==> src/rtl/mrtb_pkg.sv <==
// ----------------------------------------------------------------------------
// mrtb_pkg - shared types and constants of the multi-resource token bucket
// Payload structs, register indexes, sequencer states and divider request.
// ----------------------------------------------------------------------------
package mrtb_pkg;

	// Number of real buckets and how many of them take part.
	localparam int REAL_BUCKETS   = 4;
	localparam int NUM_BUCKETS    = 4;
	localparam int ACTIVE_BUCKETS = (NUM_BUCKETS < REAL_BUCKETS) ? NUM_BUCKETS : REAL_BUCKETS;
	localparam int BIDX_W         = $clog2(REAL_BUCKETS);

	// Left shift applied to each usage amount.
	localparam int AMP_SHIFT = 32;

	localparam int LIMIT_W = 32;
	localparam int BURST_W = 48;
	localparam int WORD_W  = 64;
	localparam int USAGE_W = 32;
	localparam int COUNT_W = 32;

	// Configuration port.
	localparam int CFG_IDX_W  = 3;
	localparam int CFG_DATA_W = BURST_W;

	localparam logic [CFG_IDX_W-1:0] REG_LIMIT_COUNT   = 3'd0;
	localparam logic [CFG_IDX_W-1:0] REG_LIMIT_CYCLES  = 3'd1;
	localparam logic [CFG_IDX_W-1:0] REG_LIMIT_PACKETS = 3'd2;
	localparam logic [CFG_IDX_W-1:0] REG_LIMIT_BITS    = 3'd3;
	localparam logic [CFG_IDX_W-1:0] REG_BURST_COUNT   = 3'd4;
	localparam logic [CFG_IDX_W-1:0] REG_BURST_CYCLES  = 3'd5;
	localparam logic [CFG_IDX_W-1:0] REG_BURST_PACKETS = 3'd6;
	localparam logic [CFG_IDX_W-1:0] REG_BURST_BITS    = 3'd7;

	// Restoring divider: one quotient bit per cycle.
	localparam int DIV_STEPS = WORD_W;
	localparam int DIV_CNT_W = $clog2(DIV_STEPS);

	typedef struct packed {
		logic [15:0]       used_count;
		logic [31:0]       used_cycles;
		logic [15:0]       used_packets;
		logic [31:0]       used_bits;
		logic [WORD_W-1:0] now_time;
	} in_t;

	typedef struct packed {
		logic               throttled;
		logic [WORD_W-1:0]  resume_time;
		logic [COUNT_W-1:0] throttle_total;
	} out_t;

	typedef struct packed {
		logic               start;
		logic [WORD_W-1:0]  dividend;
		logic [LIMIT_W-1:0] divisor;
	} div_req_t;

	typedef enum logic [3:0] {
		ST_IDLE,
		ST_SEL,
		ST_MUL_LO,
		ST_ADD_LO,
		ST_ADD_HI,
		ST_CMP,
		ST_CLAMP,
		ST_DIV,
		ST_MAX,
		ST_FINISH
	} state_t;

endpackage

==> src/rtl/mrtb_div.sv <==
// ----------------------------------------------------------------------------
// mrtb_div - 64 by 32 bit unsigned divider
// Restoring division, one quotient bit per cycle; done pulses once at the end.
// ----------------------------------------------------------------------------
module mrtb_div (
	input  logic               clk,
	input  logic               arst_n,
	input  mrtb_pkg::div_req_t req,
	output logic               done,
	output logic [63:0]        quotient
);
	import mrtb_pkg::*;

	logic [LIMIT_W-1:0]   rem_q;
	logic [WORD_W-1:0]    quo_q;
	logic [LIMIT_W-1:0]   divisor_q;
	logic [DIV_CNT_W-1:0] cnt_q;
	logic                 busy_q;
	logic                 done_q;

	logic [LIMIT_W:0]     shifted;
	logic [LIMIT_W:0]     trial;
	logic                 fits;

	// Bring down the next dividend bit and try to subtract.
	always_comb begin
		shifted = {rem_q, quo_q[WORD_W-1]};
		trial   = shifted - {1'b0, divisor_q};
		fits    = (shifted >= {1'b0, divisor_q});
	end

	always_ff @(posedge clk or negedge arst_n) begin
		if (!arst_n) begin
			busy_q <= 1'b0;
			done_q <= 1'b0;
			cnt_q  <= '0;
		end else begin
			done_q <= 1'b0;
			if (req.start) begin
				busy_q <= 1'b1;
				cnt_q  <= '0;
			end else if (busy_q) begin
				cnt_q <= cnt_q + 1'b1;
				if (cnt_q == DIV_CNT_W'(DIV_STEPS - 1)) begin
					busy_q <= 1'b0;
					done_q <= 1'b1;
				end
			end
		end
	end

	always_ff @(posedge clk) begin
		if (req.start) begin
			quo_q     <= req.dividend;
			rem_q     <= '0;
			divisor_q <= req.divisor;
		end else if (busy_q) begin
			quo_q <= {quo_q[WORD_W-2:0], fits};
			rem_q <= fits ? trial[LIMIT_W-1:0] : shifted[LIMIT_W-1:0];
		end
	end

	assign done     = done_q;
	assign quotient = quo_q;

endmodule

==> config.mk <==
export PLATFORM = sky130hd
export DESIGN_NAME = mrtb_div
export DESIGN_NICKNAME = d
export VERILOG_FILES = /design/src/rtl/mrtb_pkg.sv /design/src/rtl/mrtb_div.sv
export SDC_FILE = /design/constraint.sdc
export NUM_CORES = 1
export LEC_CHECK = 0
export BUFFER_PORTS_ARGS = -buffer_cell sky130_fd_sc_hd__buf_4
export CORE_UTILIZATION = 41
export CTS_CLUSTER_SIZE = 24
export DETAILED_ROUTE_END_ITERATION = 10
export MAX_ROUTING_LAYER = met4
export SYNTH_ARGS = -nofsm -noshare
export SYNTH_HDL_FRONTEND = slang
export SYNTH_SLANG_ARGS = --single-unit
==> constraint.sdc <==
create_clock -name clk -period 3.44 [get_ports clk]
set_input_delay 0 -clock clk [delete_from_list [all_inputs] [get_ports clk]]
set_output_delay 0 -clock clk [all_outputs]
set_load 0.005 [all_outputs]
[Word-level counts from Yosys, hierarchy flattened]
Cells that the tools add are included.
Word-level totals
  output and inout port bits: 65
  flip-flop bits (word level): 136
  input bits: 99
  logic and storage cells: 22
Operators by class
  $lt $le $gt $ge: 1
  add/sub/neg operators: 2
  equality and inequality tests: 1
  reductions and logical operators: 1
  multiplexer cells: 11
Operator list (number)
  $mux 64: 2
  $ge 33x32->1: 1
  $mux 32: 1
  $sub 32x32->32: 1
  $mux 6: 2
  $add 6x1->6 const B: 1
  $eq 6x6->1 const B: 1
  $mux 1: 6
  $reduce_bool 2->1: 1

[Longest topological paths before layout]
Gate-level depths: netlist of the first run.
  depth in word-level cells: 4
  gate-level depth with buffers: 14
  gate-level depth less buffers: 12

[Least setup slack after synthesis of the first run]
No wires, ideal clock.
  path kind: reg2reg
  from: register divisor_q[10]
  to: register rem_q[25]
  setup time: 125 ps
  slack: 499 ps
  path buffers: 3
  stages on the path, launching flop included: 15
  clock period less this slack: 2941 ps
  data arrival time: 2817 ps
  required time: 3315 ps
  cells stage by stage: edfxtp_1 > inv_1 > ha_1 > buf_2 > nand4_1 > nor3_1 > o21ai_1 > a2111o_1 > a2111oi_4 > nor2_2 > a21o_1 > clkbuf_1 > buf_2 > a32oi_1 > o31ai_1
On the way
  cells in the longest elaborated chain, start to end: 2
  elaborated cells between the ends (all ways): 3
  classes of those cells: 1 x add/sub; 1 x order compare; 1 x mux
RTL lines
  start: declaration: line mrtb_div.sv:16  | logic [LIMIT_W-1:0] divisor_q;
  start signal: assignment: line mrtb_div.sv:56  | divisor_q <= req.divisor;
  $sub 32x32->32 / $ge 33x32->1 (equally long branches): line mrtb_div.sv:28, mrtb_div.sv:29
  $mux 32 (*): line mrtb_div.sv:59  | rem_q <= fits ? trial[LIMIT_W-1:0] : shifted[LIMIT_W-1:0];
  end signal: assignment: line mrtb_div.sv:59
  end: declaration: line mrtb_div.sv:14  | logic [LIMIT_W-1:0] rem_q;
Every way passes the cells marked *; elsewhere a longest branch is shown, timed or not.
A chain may end at the register's enable or synchronous reset.

[Worst setup path after layout of the first run]
  from: register divisor_q[3]
  to: register rem_q[8]
Same word-level chain as after synthesis.

==> results summary, run 1 <==
The flow ran to the end, and the final reports show no timing, DRC or antenna violations. The post-route cell area came out at 10200 um2. Summed over its instances, the top area cell type makes up 40.3% of the synthesized netlist area. The post-layout worst setup margin is 270 ps.

At the pin with the least slew margin, the transition time is 651 ps. The register-to-register path setup slack is 270 ps. The total number of H-tree levels came out at 4. The endpoint identified for the worst register-to-register timing path is rem_q[8]. The first-pass GRT wire length is 30400 um. The worst setup path is captured at a register. The per-cell via count in the routed design is 5.09. The via count of the first global-routing pass came out at 6143. Port buffering added 163 buffers. The die is 134 um wide. Leaving out fill and tap cells, the most frequent cell in the layout is buf_4.

From synthesis to final layout, the design area changed by 43.3%. The placer congestion estimate came out at 0.886. The path with the worst hold slack has its endpoint at divisor_q[10]. The worst-case reg-to-reg path depth came out at 12.

Synthesis handed over a netlist of 620 instances. The height of the chip is 134 um. The clock skew came out at 15.3 ps. For this design, the slowest cell found on the critical path is a2111o_1. The register bit total from synthesis is 136. The number of DRC markers in iteration 0 is 307.

The number of search-and-repair iterations in the first detailed-routing pass is 4. The mean cell area of the mapped netlist came out at 11.5 um2. The critical hold path startpoint is req[96]. In this run the worst path has a maximum fanout of 7.

Dividing the detail-routed wire length by the instance count gives 16.6 um. The number of buffers inserted to repair setup after CTS is 0. The worst setup path is launched from a register. The most used flip-flop cell after synthesis is edfxtp_1. After clock tree synthesis, the clock-pin slew on the worst setup and hold paths is 60 ps. The initial core utilization is 42.5%.

The type of the worst min-delay path is input port to register. edfxtp_1 takes more of the synthesized area than any other cell. TritonCTS built the clock tree. 164 I/O pins were placed. The post-placement worst setup slack came out at 172 ps. The post-detailed-route count of antenna-violating nets is 0.

Setup repair after global routing left no endpoint under its margin. In the layout the commonest cells are buf_4, dlygate4sd3_1, edfxtp_1, mux2_2, nand2_1. STA puts the critical path data arrival time at 3450 ps. The number of buffers created by CTS is 17. The worst ir drop on vdd is 0.000334 V. In the post-synthesis netlist, the biggest area contributors are edfxtp_1, mux2_2, dfxtp_1. The synthesized design contains 96 enable-type register cells.

The global-route usage over all layers came out at 22.4%. For this design the ratio of total power to cell area is 434 nW/um2. The number of max-cap violations is 0.

The number of buffer and inverter stages on the critical path came out at 2. Counting distinct cell types in the post-synthesis netlist gives 54. The total negative slack for setup checks is 0 ps. The total standard cell area after synthesis came out at 7150 um2. The initial antenna violation count came out at 0. The total number of clock tree sinks is 136. The row count came out at 47. The leakage power figure came out at 4.35 nW.

The worst setup path is of the register to register kind. The reg-to-reg startpoint is divisor_q[3]. The required time of the worst setup path came out at 3720 ps. Of the synthesized area, sequential elements account for 52.1%.

The area of placed instances is 8650 um2. The number of failing setup endpoints in the final timing report came out at 0. The longest individual stage delay on the worst path came out at 500 ps. The clock insertion delay at the later pin of the skew report came out at 430 ps. The count of nets after finishing came out at 1021. The total nets after synthesis is 753.

Entering global routing, the biggest net connects 65 pins. The maximum clock frequency came out at 315 MHz. The share of post-route cells with drive strength above 1 came out at 31.2%.

The depth of the worst hold-timing path came out at 1. The cell family contributing the most delay on the critical path is compound AO/OA/AOI/OAI gates. After detailed placement, the design holds a cell count of 991. The number of pins with negative max-slew slack in the final report is 0.

The signal on the critical path passes through inv_1 -> ha_1 -> o211ai_1 -> a21oi_2 -> o21ai_1 -> a2111o_1 -> a2111oi_4 -> nor2_2 -> a21oi_4 -> buf_4 -> mux2i_1 -> a211oi_1. The relative slew slack is 56.6%. The post-route DRC violation count came out at 0. The total overflow reported by the global router is 0. The number of hold violations in the final report came out at 0. The final-layout fill cell count came out at 1397.

The routed design has 18600 um of wire. The total die area is 18000 um2. The largest buffer count on any clock path is 2. The tree is rooted in a clkbuf_16.

The share of synthesized flip-flops with an asynchronous set or reset is 5.88%. The area of the placeable core came out at 16800 um2. Once layout is complete, the cells apart from fillers number 1121. The number of diodes came out at 0. After layout, the minimum clock period comes to 3170 ps.

The vias after detailed routing came out at 5709. The period utilization came out at 92.1%. During synthesis, Yosys emitted a total of 0 warnings. The placed wire-length estimate is 12700 um.
[state kept, by name, summed over array words and instances, names as in the netlist]
signal,count
quotient,64
divisor_q,32
rem_q,32
cnt_q,6
busy_q,1
done,1
[stage by stage]
stage / hold WS (ps) / total power [mW] / utilization (%)
floorplan: -296 / 2.23 / -
global placement: -176 / 2.52 / 51.4
detailed placement: -173 / 2.53 / 51.4
CTS: 44.3 / 4.48 / 60.8
global route: 58.8 / 4.60 / 60.9
finish: 50.7 / 4.45 / 60.9
[worst max path at each step]
stage	start	to	slack, ps	cells past startpoint
after global routing	divisor_q[9]	rem_q[8]	9	12
after global placement	divisor_q[6]	rem_q[16]	290	12
after CTS	divisor_q[3]	rem_q[15]	110	12
after floorplan	divisor_q[10]	rem_q[25]	500	14
after detailed placement	divisor_q[9]	rem_q[15]	170	12
final	divisor_q[3]	rem_q[8]	270	12
[cells by family (layout without fill, tap and decap cells)]
logic type	Yosys count	in the layout	share of synthesized area, %
and+or+nand+nor	140	140	9.07
DFF	136	136	52.1
AOI/OAI and AO/OA	128	128	12.3
muxes	81	81	12.4
buffers and inverters	69	350	4.15
adders and majority gates	34	34	6.06
xor gates and xnor gates	32	32	3.92
[synthesized netlist by cell type, drive strengths merged, types with 6 or more instances]
library cell / number
dfxtp: 32
nand2: 45
a21oi: 28
ha: 33
clkbuf: 17
buf: 11
a31oi: 8
and2: 6
mux2: 63
xnor2: 17
a211oi: 13
edfxtp: 96
a21o: 12
nor2: 40
a311oi: 7
nand4: 7
xor2: 15
mux2i: 18
dfrtp: 8
o21ai: 24
nand3: 16
or3: 6
inv: 40
nand2b: 7
[worst reg2reg max path: cells and delay by family, from the launching register on]
kind / cells / cell delay (ps)
buffers and inverters: 2 / 270
multiplexers: 1 / 230
flip-flops: 1 / 320
AO/OA/AOI/OAI: 7 / 1720
adder cells (fa/ha/maj): 1 / 370
AND/OR/NAND/NOR: 1 / 110
[per-layer routing]
metal	up-vias	GRT usage [%]	part of all wire [%]
met5	-	-	0
met4	0	7.24	1.7
met3	24	5.25	5.2
met2	157	36.4	48
met1	2694	27.4	45
li1	2834	-	-
[final cells by class]
class / instances / area (um2) / area share [%]
Sequential cell: 136 / 3720 / 36.4
Multi-Input combinational cell: 415 / 3140 / 30.7
Timing Repair Buffer: 277 / 2350 / 23.0
Clock buffer: 20 / 457 / 4.46
Tap cell: 220 / 275 / 2.69
Inverter: 41 / 155 / 1.51
Clock inverter: 12 / 139 / 1.36
[timing repair]
item                                    4_1_cts  5_1_grt
endpoints found under the setup margin        0       20
gates resized for setup                       0        4
hold endpoints to repair                    104        0
hold buffers                                 98        0
[report_power, final]
| group | total, mW | switching (mW) | internal, mW |
|---|---|---|---|
| Sequential | 1.95 | 0.0653 | 1.89 |
| Combinational | 0.642 | 0.256 | 0.386 |
| Clock | 1.86 | 0.740 | 1.12 |
| Total | 4.45 | 1.06 | 3.39 |
(Power assumes the default switching activity.)
==> run 2: changes to the inputs <==
--- a/config.mk
+++ b/config.mk
@@ -5,6 +5,7 @@
 export SDC_FILE = /design/constraint.sdc
 export NUM_CORES = 1
 export LEC_CHECK = 0
+export ABC_AREA = 1
 export BUFFER_PORTS_ARGS = -buffer_cell sky130_fd_sc_hd__buf_4
 export CORE_UTILIZATION = 41
 export CTS_CLUSTER_SIZE = 24
==> results summary, run 2 <==
The total overflow reported by the global router is 0 (unchanged). The area of placed instances came out at 9590 um2 (+11%). The number of placed instances with taps included came to 1508 (+52%). The total negative slack for setup checks came out at 0 ps (unchanged). The number of max-cap violations came out at 0 (unchanged).

The placed wire-length estimate came out at 15800 um (+24%). The instance count of the mapped netlist was 1104 (+78%). The number of enable flip-flop cells after synthesis is 96 (unchanged). The total number of H-tree levels came out at 4 (unchanged).

The worst setup path is captured at a register. The flow ran to the end, but the final reports show violations. The number of search-and-repair iterations in the first detailed-routing pass is 8 (+4). The number of buffer and inverter stages on the critical path came to 4 (+2).

The count of buffers inserted at the top-level ports came out at 163 (unchanged). The net switching fraction of the power came to 38.9% (+15 points). The root buffer cell chosen for the clock tree is clkbuf_16. The longest individual stage delay on the worst path came out at 410 ps (-90 ps). The share of post-route cells with drive strength above 1 came out at 16.2% (-15 points). Compared with the post-synthesis result, the final layout area differs by 37.5%.

In the synthesized netlist, the cells that appear most often are nand2_1, inv_1, edfxtp_1. The final cell count without fillers is 1638 (+46%). The post-detailed-route count of antenna-violating nets came out at 0 (unchanged).

The worst endpoint data arrival time came out at 2750 ps (-700 ps). The CTS tree is yes. The startpoint type of the worst setup path is a register. The maximum number of pins on one net before global-route repair came to 69 (+6.2%). The count of unique library cells instantiated by Yosys came out at 34 (-37%). The share of synthesized flip-flops with an asynchronous set or reset came to 5.88% (unchanged).

The placer congestion estimate came out at 0.953 (+7.6%). The relative slew slack came to 40.5% (-16 points). The leakage power figure came out at 5.82 nW (+34%).

The commonest register cell after synthesis is edfxtp_1. The number of failing setup endpoints in the final timing report is 0 (unchanged). The maximum net fanout on the critical path came out at 33 (+26). The most common cell in the synthesized netlist is nand2_1. The type of the worst min-delay path is input port to register. The post-layout worst setup margin is 1010 ps (+742 ps). The row count came out at 51 (+8.5%). The maximum clock frequency came out at 412 MHz (+31%). The via count of the first global-routing pass is 7625 (+24%).

The total of hold buffers inserted after clock tree synthesis is 98 (unchanged). The quantity of gates resized following cts came to 0 (unchanged). The library cells used most frequently in the layout, excluding fill and tap cells, are nand2_1, inv_1, buf_4, dlygate4sd3_1, edfxtp_1. The time the worst path needs with I/O delays and setup is 2430 ps (-742 ps). The register bit total from synthesis is 136 (unchanged). The number of hold violations in the final report came to 0 (unchanged). The sequential-to-total area share from yosys stat came to 45.9% (-6.2 points). The most frequent standard cell in the layout excluding fill and tap cells is nand2_1. The worst ir drop on vdd is 0.000362 V (+8.6%). The number of diodes came out at 0 (unchanged). The total die area came out at 20400 um2 (+13%).

The final reports fail on DRC. The number of buffers inserted to repair setup after CTS came out at 0 (unchanged). Walking the worst path, the cells encountered are inv_1 -> ha_1 -> nand2_1 -> inv_1 -> nand2_1 -> nand2_1 -> inv_1 -> nand2_1 -> nand2_1 -> nand2_1 -> a21oi_4 -> buf_4 -> nand3b_1 -> nand3_1 -> nand2_1. The clock insertion delay at the later pin of the skew report came to 440 ps (about the same). The slowest stage of the critical path is the buf_4 cell. The proportion of netlist area held by the largest area contributor came out at 35.5% (-4.8 points). The power density relative to cell area came to 601 nW/um2 (+38%). The total standard cell area after synthesis came out at 8120 um2 (+14%). The transition time at the pin with the least slew margin is 890 ps (+239 ps). The height of the chip came out at 143 um (+6.5%). The number of top-level pins is 164 (unchanged). The flip-flop count of the largest register, all copies and words added came out at 64 (unchanged). The first-pass GRT wire length is 37500 um (+23%). The per-cell via count in the routed design is 4.67 (-8.2%). The vias after detailed routing came out at 7657 (+34%).

The width of the die is 143 um (+6.5%). The worst setup path is of the register to register kind. The end-of-flow core utilization is 57.4% (-3.6 points). The largest buffer count on any clock path came out at 2 (unchanged).

The period utilization came to 70.6% (-22 points). The initial antenna violation count was 0 (unchanged). Sorting the synthesized cells by area gives the leading types as edfxtp_1, nand2_1, inv_1. The post-route DRC violation count is 2 (+2).

The switching power is 2.61 mW (+150%). The number of DRC markers in iteration 0 was 488 (+59%). edfxtp_1 takes more of the synthesized area than any other cell. The mean cell area of the mapped netlist is 7.35 um2 (-36%).

The total nets after synthesis came to 1237 (+64%). The final-layout fill cell count is 1826 (+31%). The clock skew is 17.2 ps (+1.99 ps).

The initial core utilization came to 41.7% (-0.80 points). The number of buffers created by CTS is 17 (unchanged). The relative contribution of sequential cells to total power is 32.2% (-12 points). The total internal power came out at 4.10 mW (+21%). The number of pins with negative max-slew slack in the final report is 0 (unchanged). By instance count, the cell type seen most on the critical path is nand2_1. Broken down by cell family, the worst path's largest delay share belongs to simple AND/OR/NAND/NOR gates. The combinational share of power came out at 39.9% (+25 points). Setup repair after global routing left no endpoint under its margin. The wire length after detailed routing is 23000 um (+24%). The post-route cell area is 11200 um2 (+9.0%).

The clock-pin slew on the worst setup and hold paths came to 60 ps (about the same). The required time of the worst setup path is 3760 ps (+40 ps). The clock group share of total power is 27.9% (-14 points). The area of the placeable core came out at 19500 um2 (+16%). The total number of clock tree sinks came out at 136 (unchanged). The count of nets after finishing was 1493 (+46%). The wire length per cell came to 14.0 um (-15%).

The global-route usage over all layers is 24.5% (+2.2 points). The warning count from the yosys run came to 0 (unchanged). The post-placement worst setup slack came out at 979 ps (+807 ps).
run 2: power groups by stage:
| stage | clock network [mW] | registers, mW | logic [mW] |
|---|---|---|---|
| 6_report | 1.87 | 2.16 | 2.68 |
| 3_5_place_dp | 0 | 2.18 | 2.57 |
| 3_3_place_gp | 0 | 2.19 | 2.57 |
| 2_1_floorplan | 0 | 2.16 | 1.88 |
| 4_1_cts | 1.90 | 2.16 | 2.68 |
| 5_1_grt | 1.97 | 2.19 | 3.04 |
run 2: final cells by class:
cell class | count | area (um2) | share of cell area [%]
Multi-Input combinational cell | 764 | 3600 | 32.3
Inverter | 174 | 654 | 5.86
Tap cell | 265 | 332 | 2.97
Timing Repair Buffer | 267 | 2260 | 20.3
Clock inverter | 14 | 160 | 1.43
Clock buffer | 18 | 429 | 3.84
Sequential cell | 136 | 3720 | 33.4
run 2: stage by stage:
stage | power [mW] | hold slack (ps)
2_1_floorplan | 4.04 | -296
3_3_place_gp | 4.76 | -174
3_5_place_dp | 4.75 | -174
4_1_cts | 6.74 | 112
5_1_grt | 7.20 | 139
6_report | 6.70 | 111
run 2: final timing paths:
kind / startpoint / end / slack, ps / depth (start not counted)
setup / recovery: divisor_q[24] / rem_q[24] / 1010 / 15
hold / removal: req[96] / divisor_q[28] / 110 / 1
setup reg to reg: divisor_q[24] / rem_q[24] / 1010 / 15
hold reg to reg: rem_q[23] / rem_q[23] / 470 / 2
max in group asynchronous: arst_n / cnt_q[1] / 2550 / 3
min in group asynchronous: arst_n / cnt_q[3] / 600 / 3
run 2: logic make-up (layout without fill, tap and decap cells):
| kind of cell | Yosys count | in the layout | share of synthesized area, % |
|---|---|---|---|
| fa+ha+maj | 34 | 34 | 5.33 |
| flops | 136 | 136 | 45.9 |
| buf+inv | 204 | 473 | 9.86 |
| compound gates | 53 | 53 | 3.64 |
| xor+xnor | 14 | 14 | 1.51 |
| simple gates | 663 | 663 | 33.8 |
run 2: metal layers:
layer	global-route usage [%]	routed length, um
met1	30.7	10500
met5	-	0
met3	4.69	1240
met4	6.73	344
met2	40.5	10900
run 2: worst register-to-register path: cells and delay by family, from the launching register on:
kind / cells / cell delay, ps
flops: 1 / 370
simple gates: 9 / 900
compound gates: 1 / 170
fa+ha+maj: 1 / 300
buf+inv: 4 / 590
==> run 3: changes to the inputs <==
--- a/config.mk
+++ b/config.mk
@@ -5,12 +5,13 @@
 export SDC_FILE = /design/constraint.sdc
 export NUM_CORES = 1
 export LEC_CHECK = 0
-export ABC_AREA = 1
+export ABC_AREA = 0
 export BUFFER_PORTS_ARGS = -buffer_cell sky130_fd_sc_hd__buf_4
 export CORE_UTILIZATION = 41
 export CTS_CLUSTER_SIZE = 24
 export DETAILED_ROUTE_END_ITERATION = 10
 export MAX_ROUTING_LAYER = met4
+export PLACE_DENSITY = 0.66
 export SYNTH_ARGS = -nofsm -noshare
 export SYNTH_HDL_FRONTEND = slang
 export SYNTH_SLANG_ARGS = --single-unit
==> constraint.sdc (replaced) <==
create_clock -name clk -period 2.2 [get_ports clk]
set_input_delay 0 -clock clk [delete_from_list [all_inputs] [get_ports clk]]
set_output_delay 0 -clock clk [all_outputs]
set_load 0.005 [all_outputs]
==> results summary, run 3 (synthesis results as in run 1) <==
The library cell used most frequently in the layout, excluding fill and tap cells, is buf_4. The initial antenna violation count is 0 (unchanged). The switching power is 1.85 mW (-29%). The global-route usage over all layers came out at 25.3% (+0.79 points). The post-detailed-route count of antenna-violating nets was 0 (unchanged).

Traced cell by cell, the critical path runs through inv_1 -> ha_1 -> nand2b_1 -> a21oi_2 -> o21ai_2 -> a2111o_1 -> a2111oi_4 -> nor2_2 -> a21oi_4 -> buf_12 -> mux2i_2 -> a211oi_1. Setup repair after global routing could not meet its margin everywhere. The number of failing setup endpoints in the final timing report is 33 (+33). The clock-pin slew on the worst setup and hold paths is 70 ps (about the same).

The number of placed instances with taps included came out at 1095 (-27%). The via count of the first global-routing pass is 6811 (-11%). The post-route cell area came out at 11500 um2 (+2.6%). The clock skew came out at 10.0 ps (-7.24 ps). The total internal power came to 5.27 mW (+29%). In this run the most critical hold path is launched from req[96]. The total overflow reported by the global router is 0 (unchanged). The transition time at the pin with the least slew margin came out at 844 ps (-46.0 ps). The share of post-route cells with drive strength above 1 is 43.0% (+27 points). The leakage power figure came out at 4.95 nW (-15%). The clock tree root buffer cell is clkbuf_16.

The height of the chip came to 134 um (-6.1%). The total power is 7.11 mW (+6.1%). The number of DRC markers in iteration 0 is 325 (-33%). The number of top-level pins was 164 (unchanged). The total die area is 18000 um2 (-12%). The number of pins with negative max-slew slack in the final report came out at 0 (unchanged).

The row count is 47 (-7.8%). STA classifies the critical path startpoint as a register. The worst endpoint data arrival time came out at 3170 ps (+420 ps).

The total number of H-tree levels is 4 (unchanged). The vias after detailed routing is 6348 (-17%). The clock insertion delay at the later pin of the skew report came to 430 ps (about the same). The number of search-and-repair iterations in the first detailed-routing pass came out at 5 (-3). The initial core utilization came to 42.5% (+0.80 points). The width of the die came out at 134 um (-6.1%).

In this run the critical register-to-register path is launched from divisor_q[1]. The power density relative to cell area came out at 621 nW/um2 (+3.4%). The count of buffers inserted at the top-level ports came out at 163 (unchanged). The final cell count without fillers came out at 1233 (-25%). The relative slew slack came to 43.7% (+3.2 points). The depth of the worst hold-timing path came out at 2 (+1).

The count of nets after finishing is 1133 (-24%). The worst-case reg-to-reg path depth came out at 12 (-3). The area of placed instances came out at 9480 um2 (-1.2%).

The area of the placeable core is 16800 um2 (-14%). The checks that failed: setup timing. The wire length per cell came to 17.4 um (+24%). The first-pass GRT wire length is 34000 um (-9.4%). The run finished, with violations left. The maximum number of pins on one net before global-route repair was 89 (+29%).

The type of destination of the critical path is a register. The number of buffers created by CTS came out at 17 (unchanged). The number of hold violations in the final report came out at 0 (unchanged). The path with the worst hold slack has its endpoint at divisor_q[9].

The worst ir drop on vdd is 0.000570 V (+57%). The global routing met3 resource utilization is 6.54% (+1.8 points). Relative to the synthesized area, the layout overhead comes to 60.2%.

The combinational share of power was 16.6% (-23 points). The CTS tree is yes. The met1 track utilization from global routing is 29.2% (-1.5 points). The met2 usage in global routing is 42.5% (+2.1 points). The required time of the worst setup path is 2490 ps (-1270 ps).

The post-placement worst setup slack is -694 ps (-1670 ps). The net switching fraction of the power is 25.9% (-13 points). The number of diodes came to 0 (unchanged).

The register-to-register path setup slack came out at -670 ps (-1690 ps). The number of max-cap violations is 0 (unchanged). The per-cell via count in the routed design is 5.15 (+10%).

By startpoint and endpoint, the worst setup path is classified as register to register. The total negative slack for setup checks came out at -18920 ps (-18920 ps). In the layout the commonest cells are buf_4, dlygate4sd3_1, edfxtp_1, mux2_2, nand2_1. The placed wire-length estimate came out at 13800 um (-13%). The period utilization is 131% (+60 points). The longest individual stage delay on the worst path was 420 ps (about the same).

The clock group share of total power came to 40.4% (+13 points). The wire length after detailed routing came out at 21400 um (-6.8%). The minimum hold slack is 168 ps (+56.7 ps). The relative contribution of sequential cells to total power came out at 43.0% (+11 points). The time the worst path needs with I/O delays and setup came out at 2870 ps (+447 ps).

The end-of-flow core utilization is 68.1% (+11 points). The capture point of the worst reg-to-reg path is rem_q[21]. The post-layout worst setup margin came out at -674 ps (-1690 ps). The placer congestion estimate was 0.893 (-6.3%). In this run the worst hold path is classified as input port to register. The maximum net fanout on the critical path was 17 (-48%). The total number of clock tree sinks is 136 (unchanged). The post-route DRC violation count was 0 (-2). The flip-flop count of the largest register, all copies and words added came out at 64 (unchanged).

The global routing stage identified its most utilized layer as met2. The maximum clock frequency came to 348 MHz (-16%). The slowest stage of the critical path is the a2111o_1 cell.

The largest buffer count on any clock path was 2 (unchanged).
## run 3: worst max-delay path by stage
stage                endpoint          start  slack (ps)  cells after the start
finish              rem_q[21]   divisor_q[1]        -670                     12
global route        rem_q[21]   divisor_q[1]        -820                     12
detailed placement   rem_q[1]   divisor_q[3]        -690                     12
global placement    rem_q[30]   quotient[63]        -620                     13
CTS                 rem_q[21]  divisor_q[12]        -640                     12
floorplan           rem_q[14]  divisor_q[11]        -530                     14
## run 3: final cells by class
cell class / instances / area, um2
fillers: 1264 / 5360
flip-flops and latches: 136 / 3720
multi-input cells: 415 / 3480
repair buffers: 389 / 3240
clock buffers: 17 / 425
well taps: 220 / 275
inverters: 41 / 159
clock inverters: 15 / 155
## run 3: per-layer routing
metal	wire, um	vias up
met1	8940	3037
met5	0	-
li1	-	3057
met2	10800	224
met4	388	0
met3	1320	30
## run 3: worst max-delay path: cells and delay by family, from the launching register on
kind	cells	cell delay, ps
and+or+nand+nor	2	190
adders and majority gates	1	290
muxes	1	260
DFF	1	370
AOI/OAI and AO/OA	6	1340
buffers and inverters	2	260
## run 3: power by group through the flow
stage,combinational (mW),clock [mW],sequential (mW)
5_1_grt,1.28,3.01,3.08
3_3_place_gp,0.943,0,3.09
4_1_cts,1.13,2.92,3.05
6_report,1.18,2.87,3.06
2_1_floorplan,0.403,0,3.09
3_5_place_dp,0.966,0,3.10
## run 3: repair_timing
action / in CTS / in global routing
endpoints found under the hold margin: 104 / 0
setup buffers: 3 / 3
resized for setup: 30 / 25
hold buffers: 98 / 0
cloned: 1 / 1
pin swaps: 8 / 11
endpoints found under the setup margin: 33 / 33
